File: src/hw/rtl/bc1_bc3_block_decoder_macros.svh
// Assertion macros shared by the block decoder RTL.
// Depends on nothing; included by modules that carry assertions.
`ifndef BC1_BC3_BLOCK_DECODER_MACROS_SVH
`define BC1_BC3_BLOCK_DECODER_MACROS_SVH

// Generic clocked assertion with an active-low reset that disables it
`define BCDEC_ASSERT_CLK(label, clk, rstn, prop, msg) \
    label: assert property (@(posedge clk) disable iff (!rstn) prop) else $error(msg);

// Same, on the block's own clock and reset
`define BCDEC_ASSERT(label, prop, msg) \
    `BCDEC_ASSERT_CLK(label, aclk, aresetn, prop, msg)

`endif

File: src/hw/rtl/bcdec_pkg.sv
// Shared types, widths and constant-divide helpers for the BC1/BC3 decoder.
// Depends on nothing; imported by every decoder module.
package bcdec_pkg;

    localparam int IN_TDATA_W  = 128;
    localparam int OUT_TDATA_W = 40;
    localparam int NUM_CHAN    = 4;
    localparam int NUM_PIX     = 16;

    // One channel's four palette entries, entry 0 in the low byte
    typedef logic [3:0][7:0] chan_pal_t;
    // Full colour palette, [channel][entry]; channel 0 red .. 3 alpha
    typedef logic [NUM_CHAN-1:0][3:0][7:0] rgba_pal_t;
    // BC3 alpha palette, eight entries
    typedef logic [7:0][7:0] alpha_pal_t;

    // Emitter status back to the palette stage
    typedef struct packed {
        logic take;  // item moves into the output register
        logic done;  // last pixel of the block moves
    } emit_stat_t;

    // floor(x/3), x < 768
    function automatic logic [7:0] div3(input logic [9:0] x);
        logic [20:0] p;
        p = 21'(x) * 21'd1366;
        return p[19:12];
    endfunction

    // floor(x/5), x < 1280
    function automatic logic [7:0] div5(input logic [10:0] x);
        logic [22:0] p;
        p = 23'(x) * 23'd3277;
        return p[21:14];
    endfunction

    // floor(x/7), x < 1792
    function automatic logic [7:0] div7(input logic [10:0] x);
        logic [24:0] p;
        p = 25'(x) * 25'd2341;
        return p[21:14];
    endfunction

    // v*255/31 truncated, by reciprocal
    function automatic logic [7:0] expand5(input logic [4:0] v);
        logic [12:0] x;
        logic [27:0] p;
        x = {v, 8'h00} - 13'(v);
        p = 28'(x) * 28'd8457;
        return p[25:18];
    endfunction

    // v*255/63 truncated, by reciprocal
    function automatic logic [7:0] expand6(input logic [5:0] v);
        logic [13:0] x;
        logic [29:0] p;
        x = {v, 8'h00} - 14'(v);
        p = 30'(x) * 30'd16645;
        return p[27:20];
    endfunction

endpackage

File: src/hw/rtl/bc1_bc3_block_decoder.sv
// BC1 / BC3 block decoder top level: input, endpoint and palette stages.
// Depends on bcdec_pkg, bcdec_color_lane, bcdec_alpha_lane, bcdec_pixel_emit.
//
// Takes one compressed 4x4 block per item and returns its sixteen RGBA8888
// pixels in raster order, one pixel item per cycle while m_tready is high,
// the sixteenth with m_tlast set. Blocks stream back to back with no gap
// as long as m_tready stays high. The first pixel of a block passes the
// endpoint registers (expanded as the block is taken), then the palette
// lanes, then the output register. One further block is held in the
// endpoint stage while one is being emitted.
// format_bc3 is written through cfg_valid/cfg_data; the user must write it
// only while the block is idle, as the block itself does not enforce this.
module bc1_bc3_block_decoder (
    input  logic                               aclk,
    input  logic                               aresetn,
    // configuration: bit 0 format_bc3
    input  logic                               cfg_valid,
    output logic                               cfg_ready,
    input  logic                               cfg_data,
    // input items
    input  logic                               s_tvalid,
    output logic                               s_tready,
    // bits 63:0 color_block, 127:64 alpha_block
    input  logic [bcdec_pkg::IN_TDATA_W-1:0]   s_tdata,
    // result items
    output logic                               m_tvalid,
    input  logic                               m_tready,
    // bits 31:0 pixel_rgba, 35:32 pixel_index, 39:36 zero
    output logic [bcdec_pkg::OUT_TDATA_W-1:0]  m_tdata,
    output logic                               m_tlast
);
    import bcdec_pkg::*;

    // configuration register
    logic format_bc3_reg;
    logic format_bc3_next;

    // endpoint stage
    logic                         ep_valid_reg;
    logic                         ep_valid_next;
    logic                         ep_four_reg;
    logic [NUM_CHAN-2:0][7:0]     ep_end0_reg;
    logic [NUM_CHAN-2:0][7:0]     ep_end1_reg;
    logic [31:0]                  ep_cidx_reg;
    logic [63:0]                  ep_ablk_reg;
    logic                         ep_bc3_reg;

    // palette stage
    logic        pal_valid_reg;
    logic        pal_valid_next;
    logic [31:0] pal_cidx_reg;
    logic [47:0] pal_aidx_reg;
    logic        pal_bc3_reg;

    logic        s_accept;
    logic        pal_load;
    logic        pal_free;
    logic [15:0] e0_raw;
    logic [15:0] e1_raw;
    rgba_pal_t   pal;
    alpha_pal_t  alpha_pal;
    emit_stat_t  stat;

    assign cfg_ready = 1'b1;
    assign e0_raw    = s_tdata[15:0];
    assign e1_raw    = s_tdata[31:16];

    // stage handshakes
    always_comb begin
        pal_free        = !pal_valid_reg || stat.done;
        pal_load        = ep_valid_reg && pal_free;
        s_tready        = !ep_valid_reg || pal_load;
        s_accept        = s_tvalid && s_tready;
        ep_valid_next   = s_accept ? 1'b1 : (pal_load ? 1'b0 : ep_valid_reg);
        pal_valid_next  = pal_load ? 1'b1 : (stat.done ? 1'b0 : pal_valid_reg);
        format_bc3_next = (cfg_valid && cfg_ready) ? cfg_data : format_bc3_reg;
    end

    always_ff @(posedge aclk) begin
        if (!aresetn) begin
            format_bc3_reg <= 1'b0;
            ep_valid_reg   <= 1'b0;
            pal_valid_reg  <= 1'b0;
        end else begin
            format_bc3_reg <= format_bc3_next;
            ep_valid_reg   <= ep_valid_next;
            pal_valid_reg  <= pal_valid_next;
        end
    end

    // endpoint expansion from RGB565
    always_ff @(posedge aclk) begin
        if (s_accept) begin
            ep_end0_reg[0] <= expand5(e0_raw[15:11]);
            ep_end0_reg[1] <= expand6(e0_raw[10:5]);
            ep_end0_reg[2] <= expand5(e0_raw[4:0]);
            ep_end1_reg[0] <= expand5(e1_raw[15:11]);
            ep_end1_reg[1] <= expand6(e1_raw[10:5]);
            ep_end1_reg[2] <= expand5(e1_raw[4:0]);
            ep_four_reg    <= format_bc3_reg || (e0_raw > e1_raw);
            ep_cidx_reg    <= s_tdata[63:32];
            ep_ablk_reg    <= s_tdata[127:64];
            ep_bc3_reg     <= format_bc3_reg;
        end
    end

    // index fields carried alongside the palettes
    always_ff @(posedge aclk) begin
        if (pal_load) begin
            pal_cidx_reg <= ep_cidx_reg;
            pal_aidx_reg <= ep_ablk_reg[63:16];
            pal_bc3_reg  <= ep_bc3_reg;
        end
    end

    // colour lanes: red, green, blue
    for (genvar ch = 0; ch < NUM_CHAN - 1; ch++) begin : g_color
        bcdec_color_lane u_lane (
            .aclk       (aclk),
            .load       (pal_load),
            .end0       (ep_end0_reg[ch]),
            .end1       (ep_end1_reg[ch]),
            .four_color (ep_four_reg),
            .pal        (pal[ch])
        );
    end

    // opaque endpoints give the BC1 alpha channel, zero on transparent black
    bcdec_color_lane u_opacity_lane (
        .aclk       (aclk),
        .load       (pal_load),
        .end0       (8'hFF),
        .end1       (8'hFF),
        .four_color (ep_four_reg),
        .pal        (pal[NUM_CHAN-1])
    );

    bcdec_alpha_lane u_alpha_lane (
        .aclk   (aclk),
        .load   (pal_load),
        .alpha0 (ep_ablk_reg[7:0]),
        .alpha1 (ep_ablk_reg[15:8]),
        .pal    (alpha_pal)
    );

    bcdec_pixel_emit u_emit (
        .aclk      (aclk),
        .aresetn   (aresetn),
        .pal_valid (pal_valid_reg),
        .pal       (pal),
        .alpha_pal (alpha_pal),
        .cidx      (pal_cidx_reg),
        .aidx      (pal_aidx_reg),
        .bc3       (pal_bc3_reg),
        .stat      (stat),
        .m_tvalid  (m_tvalid),
        .m_tready  (m_tready),
        .m_tdata   (m_tdata),
        .m_tlast   (m_tlast)
    );

endmodule

File: src/hw/rtl/bcdec_color_lane.sv
// One channel lane of the colour palette: interpolates entry 2 and, in four-colour mode, entry 3.
// Depends on bcdec_pkg.
module bcdec_color_lane (
    input  logic                 aclk,
    input  logic                 load,
    input  logic [7:0]           end0,
    input  logic [7:0]           end1,
    input  logic                 four_color,
    output bcdec_pkg::chan_pal_t pal
);
    import bcdec_pkg::*;

    chan_pal_t  pal_reg;
    logic [9:0] sum_a;
    logic [9:0] sum_b;
    logic [8:0] sum_h;

    // weighted sums for the thirds and the half
    always_comb begin
        sum_a = {1'b0, end0, 1'b0} + {2'b00, end1};
        sum_b = {2'b00, end0} + {1'b0, end1, 1'b0};
        sum_h = {1'b0, end0} + {1'b0, end1};
    end

    always_ff @(posedge aclk) begin
        if (load) begin
            pal_reg[0] <= end0;
            pal_reg[1] <= end1;
            if (four_color) begin
                pal_reg[2] <= div3(sum_a);
                pal_reg[3] <= div3(sum_b);
            end else begin
                pal_reg[2] <= sum_h[8:1];
                pal_reg[3] <= 8'h00;   // transparent black
            end
        end
    end

    assign pal = pal_reg;

endmodule

File: src/hw/rtl/bcdec_alpha_lane.sv
// BC3 alpha palette lane: builds the eight-entry alpha table.
// Depends on bcdec_pkg.
module bcdec_alpha_lane (
    input  logic                  aclk,
    input  logic                  load,
    input  logic [7:0]            alpha0,
    input  logic [7:0]            alpha1,
    output bcdec_pkg::alpha_pal_t pal
);
    import bcdec_pkg::*;

    alpha_pal_t pal_reg;
    alpha_pal_t pal_next;

    // sevenths when alpha0 > alpha1, otherwise fifths plus 0 and 255
    always_comb begin
        pal_next[0] = alpha0;
        pal_next[1] = alpha1;
        for (int k = 2; k < 8; k++) begin
            if (alpha0 > alpha1) begin
                pal_next[k] = div7(11'((8 - k) * alpha0) + 11'((k - 1) * alpha1));
            end else if (k < 6) begin
                pal_next[k] = div5(11'((6 - k) * alpha0) + 11'((k - 1) * alpha1));
            end else if (k == 6) begin
                pal_next[k] = 8'h00;
            end else begin
                pal_next[k] = 8'hFF;
            end
        end
    end

    always_ff @(posedge aclk) begin
        if (load) begin
            pal_reg <= pal_next;
        end
    end

    assign pal = pal_reg;

endmodule

File: src/hw/rtl/bcdec_pixel_emit.sv
// Merge stage: picks each pixel from the lane palettes, one item per cycle while m_tready is high.
// Depends on bcdec_pkg and the decoder macro header.
`include "bc1_bc3_block_decoder_macros.svh"

module bcdec_pixel_emit (
    input  logic                               aclk,
    input  logic                               aresetn,
    input  logic                               pal_valid,
    input  bcdec_pkg::rgba_pal_t               pal,
    input  bcdec_pkg::alpha_pal_t              alpha_pal,
    input  logic [31:0]                        cidx,
    input  logic [47:0]                        aidx,
    input  logic                               bc3,
    output bcdec_pkg::emit_stat_t              stat,
    output logic                               m_tvalid,
    input  logic                               m_tready,
    // bits 31:0 pixel_rgba, 35:32 pixel_index, 39:36 zero
    output logic [bcdec_pkg::OUT_TDATA_W-1:0]  m_tdata,
    output logic                               m_tlast
);
    import bcdec_pkg::*;

    logic [3:0]  cnt_reg;
    logic [3:0]  cnt_next;
    logic        valid_reg;
    logic        valid_next;
    logic [31:0] pix_reg;
    logic [3:0]  pidx_reg;
    logic        last_reg;

    logic        take;
    logic        done;
    logic [1:0]  sel_c;
    logic [2:0]  sel_a;
    logic [5:0]  aoff;
    logic [31:0] pix_sel;

    // handshake towards the output register
    always_comb begin
        take = pal_valid && (!valid_reg || m_tready);
        done = take && (cnt_reg == 4'(NUM_PIX - 1));
        cnt_next = take ? cnt_reg + 4'd1 : cnt_reg;
        if (take) begin
            valid_next = 1'b1;
        end else if (m_tready) begin
            valid_next = 1'b0;
        end else begin
            valid_next = valid_reg;
        end
    end

    // palette lookup for the current pixel
    always_comb begin
        aoff  = {1'b0, cnt_reg, 1'b0} + {2'b00, cnt_reg};
        sel_c = cidx[{cnt_reg, 1'b0} +: 2];
        sel_a = aidx[aoff +: 3];
        for (int ch = 0; ch < NUM_CHAN - 1; ch++) begin
            pix_sel[8*ch +: 8] = pal[ch][sel_c];
        end
        pix_sel[31:24] = bc3 ? alpha_pal[sel_a] : pal[NUM_CHAN-1][sel_c];
    end

    always_ff @(posedge aclk) begin
        if (!aresetn) begin
            cnt_reg   <= 4'd0;
            valid_reg <= 1'b0;
        end else begin
            cnt_reg   <= cnt_next;
            valid_reg <= valid_next;
        end
    end

    // output payload
    always_ff @(posedge aclk) begin
        if (take) begin
            pix_reg  <= pix_sel;
            pidx_reg <= cnt_reg;
            last_reg <= (cnt_reg == 4'(NUM_PIX - 1));
        end
    end

    assign stat.take = take;
    assign stat.done = done;
    assign m_tvalid  = valid_reg;
    assign m_tdata   = {4'h0, pidx_reg, pix_reg};
    assign m_tlast   = last_reg;

    `BCDEC_ASSERT(a_last_on_final_pixel,
        valid_reg |-> (last_reg == (pidx_reg == 4'(NUM_PIX - 1))),
        "last marker not on pixel fifteen")
    `BCDEC_ASSERT(a_count_wraps,
        done |=> (cnt_reg == 4'd0),
        "pixel count not back at zero after block end")
    `BCDEC_ASSERT(a_take_advances,
        take |=> (pidx_reg == $past(cnt_reg)) && (cnt_reg == $past(cnt_reg) + 4'd1),
        "pixel count and emitted index out of step")

endmodule
File: config.mk
export PLATFORM = sky130hd
export DESIGN_NAME = bc1_bc3_block_decoder
export DESIGN_NICKNAME = d
export VERILOG_FILES = /design/src/hw/rtl/bcdec_pkg.sv /design/src/hw/rtl/bc1_bc3_block_decoder.sv /design/src/hw/rtl/bcdec_color_lane.sv /design/src/hw/rtl/bcdec_alpha_lane.sv /design/src/hw/rtl/bcdec_pixel_emit.sv
export VERILOG_INCLUDE_DIRS = /design/src /design/src/hw/rtl
export SDC_FILE = /design/constraint.sdc
export NUM_CORES = 2
export LEC_CHECK = 0
export BUFFER_PORTS_ARGS = -buffer_cell sky130_fd_sc_hd__buf_2
export CAP_MARGIN = 10
export CORE_UTILIZATION = 50
export DETAILED_ROUTE_END_ITERATION = 12
export PLACE_DENSITY = 0.63
export SETUP_SLACK_MARGIN = 0.05
export SYNTH_ARGS = -nofsm -noshare
export SYNTH_HDL_FRONTEND = slang
export SYNTH_SLANG_ARGS = --single-unit
File: constraint.sdc
create_clock -name aclk -period 21.5 [get_ports aclk]
set_clock_uncertainty 0.05 [all_clocks]
set_input_delay 2.15 -clock aclk [delete_from_list [all_inputs] [get_ports aclk]]
set_output_delay 2.15 -clock aclk [all_outputs]
set_load 0.02 [all_outputs]
==> run metrics <==
Post-synth EDFFs 425; max cap viols 0; root buffer cell clkbuf_16; CP endpoint u_alpha_lane.pal[31]; Starting Density between 50% and 60%; period utilisation layout 40.8%; number of distinct library cells after synthesis 82; setup bufs post-CTS 0; DRT iter0 DRCs 1702; FMAX 114 MHz; clock sinks 433; Ys Warns 0; gate count of the mapped netlist 5143; Post-Syn Area 57300 sq um; vias in the first global route 39000; Final #Nets 7463; largest stage delay on the critical path 0.74 ns; Worst R2R Path Depth 27; Main synth FF type edfxtp_1; clk slew on worst S/H paths 0.06 ns; Tmin final 8.78 ns; # hold bufs at CTS 0; Routed Antenna Nets 0; RR Endpoint u_alpha_lane.pal[31]; length of the first detailed-routing pass in iterations 6; TNS Setup 0 ns; most frequent cells in the layout ha_1 (1552), inv_1 (833), edfxtp_1 (425); critical path fanouts, max 13; Overflow after GRT 0; asr flop ratio synth 0%; DIE AREA 116000 sq um; pins over their slew limit 0; CP Launch Type flop; Layout area overhead 7.87%; commonest non-fill, non-tap cell in the layout ha_1; critical path required time about 22 ns; Final HPWL DP 103000 um; core footprint approximately 110000 sq um; multi-input logic area 41000 sq um; Final Setup Violations 0; io pins between 150 and 200; #FFs+latches synth 433; Layout Utilization 54.7%; Worst Path Arrival 9.12 ns; GRT Util Overall a little over a fifth; pin count of the biggest net entering global routing 71; CP startpoint ep_ablk_reg[3]; setup ws final 12.72 ns; fillers 9856; worst min path class reg2reg; initial antenna violation count 4; Die W 341 um; Synth area leader ha_1; slew margin rel. 26.4%; drt wl/cell 17.9 um; RSZ-0062 raised after global routing false; PortBufs roughly 170; post_cts resized 0; Reg area 12900 sq um; vias per cell roughly 5.4; layout cells sized above 1 7.56%; DR DRC count 0; syn avg cell area around 11 sq um; CTS tree yes; worst setup path category reg2reg; final hold vios 0; H-tree depth 2; TritonCTS Buffers 53; max FFs per register between 90 and 100; floorplan row count 123; outcome complete, no violations; clock latency at the later pin of the worst-skew pair 0.66 ns; DR vias between 30000 and 40000; Reg2Reg Launch Point ep_ablk_reg[3]; worst slew pin tran 1.10 ns; post-synth top area share 33.9%; Die H 341 um; sequential-to-total area share from yosys stat a little under a quarter; Crit. End Element flop; worst slack, placed 12.77 ns; clock tree buffer depth 3; Synth area leaders ha_1 (34%), edfxtp_1 (22%), fa_1 (15%); R2R setup slack around 13 ns; first-pass GRT wire length a little over 200000 um; CP max-delay cell edfxtp_1; gpl congestion a little under 0.9; drt total wl 123000 um
## cells by family after synthesis
group           count (synthesis)  share of synthesized area, %
fa+ha+maj                    1975                          48.6
simple gates                  681                          5.76
buf+inv                       881                          5.95
flops                         433                          22.5
compound gates                707                          8.05
xor+xnor                      338                          5.21
other cells                     2                        0.0131
mux                           126                          3.83
## routing by layer
layer / up-vias / track usage (%) / part of all wire, %
met4: 2 / 4.86 / 2.0
met5: - / 0 / 0.011
li1: 18600 / - / -
met2: 582 / 36.5 / 47
met3: 143 / 2.08 / 3.7
met1: 18000 / 31.0 / 48
## synthesized netlist by cell type, drive strengths merged (41+ instances only)
cell type and number:
xor2 106, nor2 220, nand2b 43, xnor2 231
o21ai 124, o21bai 49, fa 423, a21o 67
nor3 79, inv 833, nand2 115, nor2b 41
a21oi 216, edfxtp 425, ha 1552, mux4 73
nand3 52, o21a 57
## final cells by class
type                       count  share of cell area [%]
inverter                     834                    5.06
sequential                   433                    20.9
clock inverter                36                   0.660
multi-input combinational   3832                    66.4
clock buffer                  63                    2.25
antenna                        1                 0.00405
tap                         1500                    3.03
timing repair buffer         200                    1.73
## worst max-delay path: cells and delay by family (launching register included)
kind	cells	cell delay, ns
multiplexers	1	0.09
AO/OA/AOI/OAI	8	2.45
adder cells (fa/ha/maj)	8	3.47
buffers and inverters	3	0.29
XOR/XNOR	2	0.62
flip-flops	1	0.74
AND/OR/NAND/NOR	5	0.79
## per-stage QoR
| step | area (sq um) | instances | hold slack [ns] |
|---|---|---|---|
| finish | 61800 | 6899 | 0.361 |
| global placement | 60000 | 6798 | 0.351 |
| floorplan | 57300 | 5146 | 0.350 |
| CTS | 61800 | 6897 | 0.363 |
| global route | 61800 | 6899 | 0.372 |
| detailed placement | 60000 | 6798 | 0.355 |
## worst min path at each step
stage,depth (start not counted),endpoint,slack [ns],start
global route,0,pal_bc3_reg,0.37,ep_bc3_reg
finish,0,pal_cidx_reg[5],0.36,ep_cidx_reg[5]
global placement,0,pal_cidx_reg[4],0.35,ep_cidx_reg[4]
CTS,0,pal_cidx_reg[5],0.36,ep_cidx_reg[5]
detailed placement,0,pal_cidx_reg[14],0.35,ep_cidx_reg[14]
floorplan,0,pal_aidx_reg[0],0.35,ep_ablk_reg[16]
Power is not shown: default switching activity piles up to over one toggle a cycle in this logic, so the estimate is an artifact.
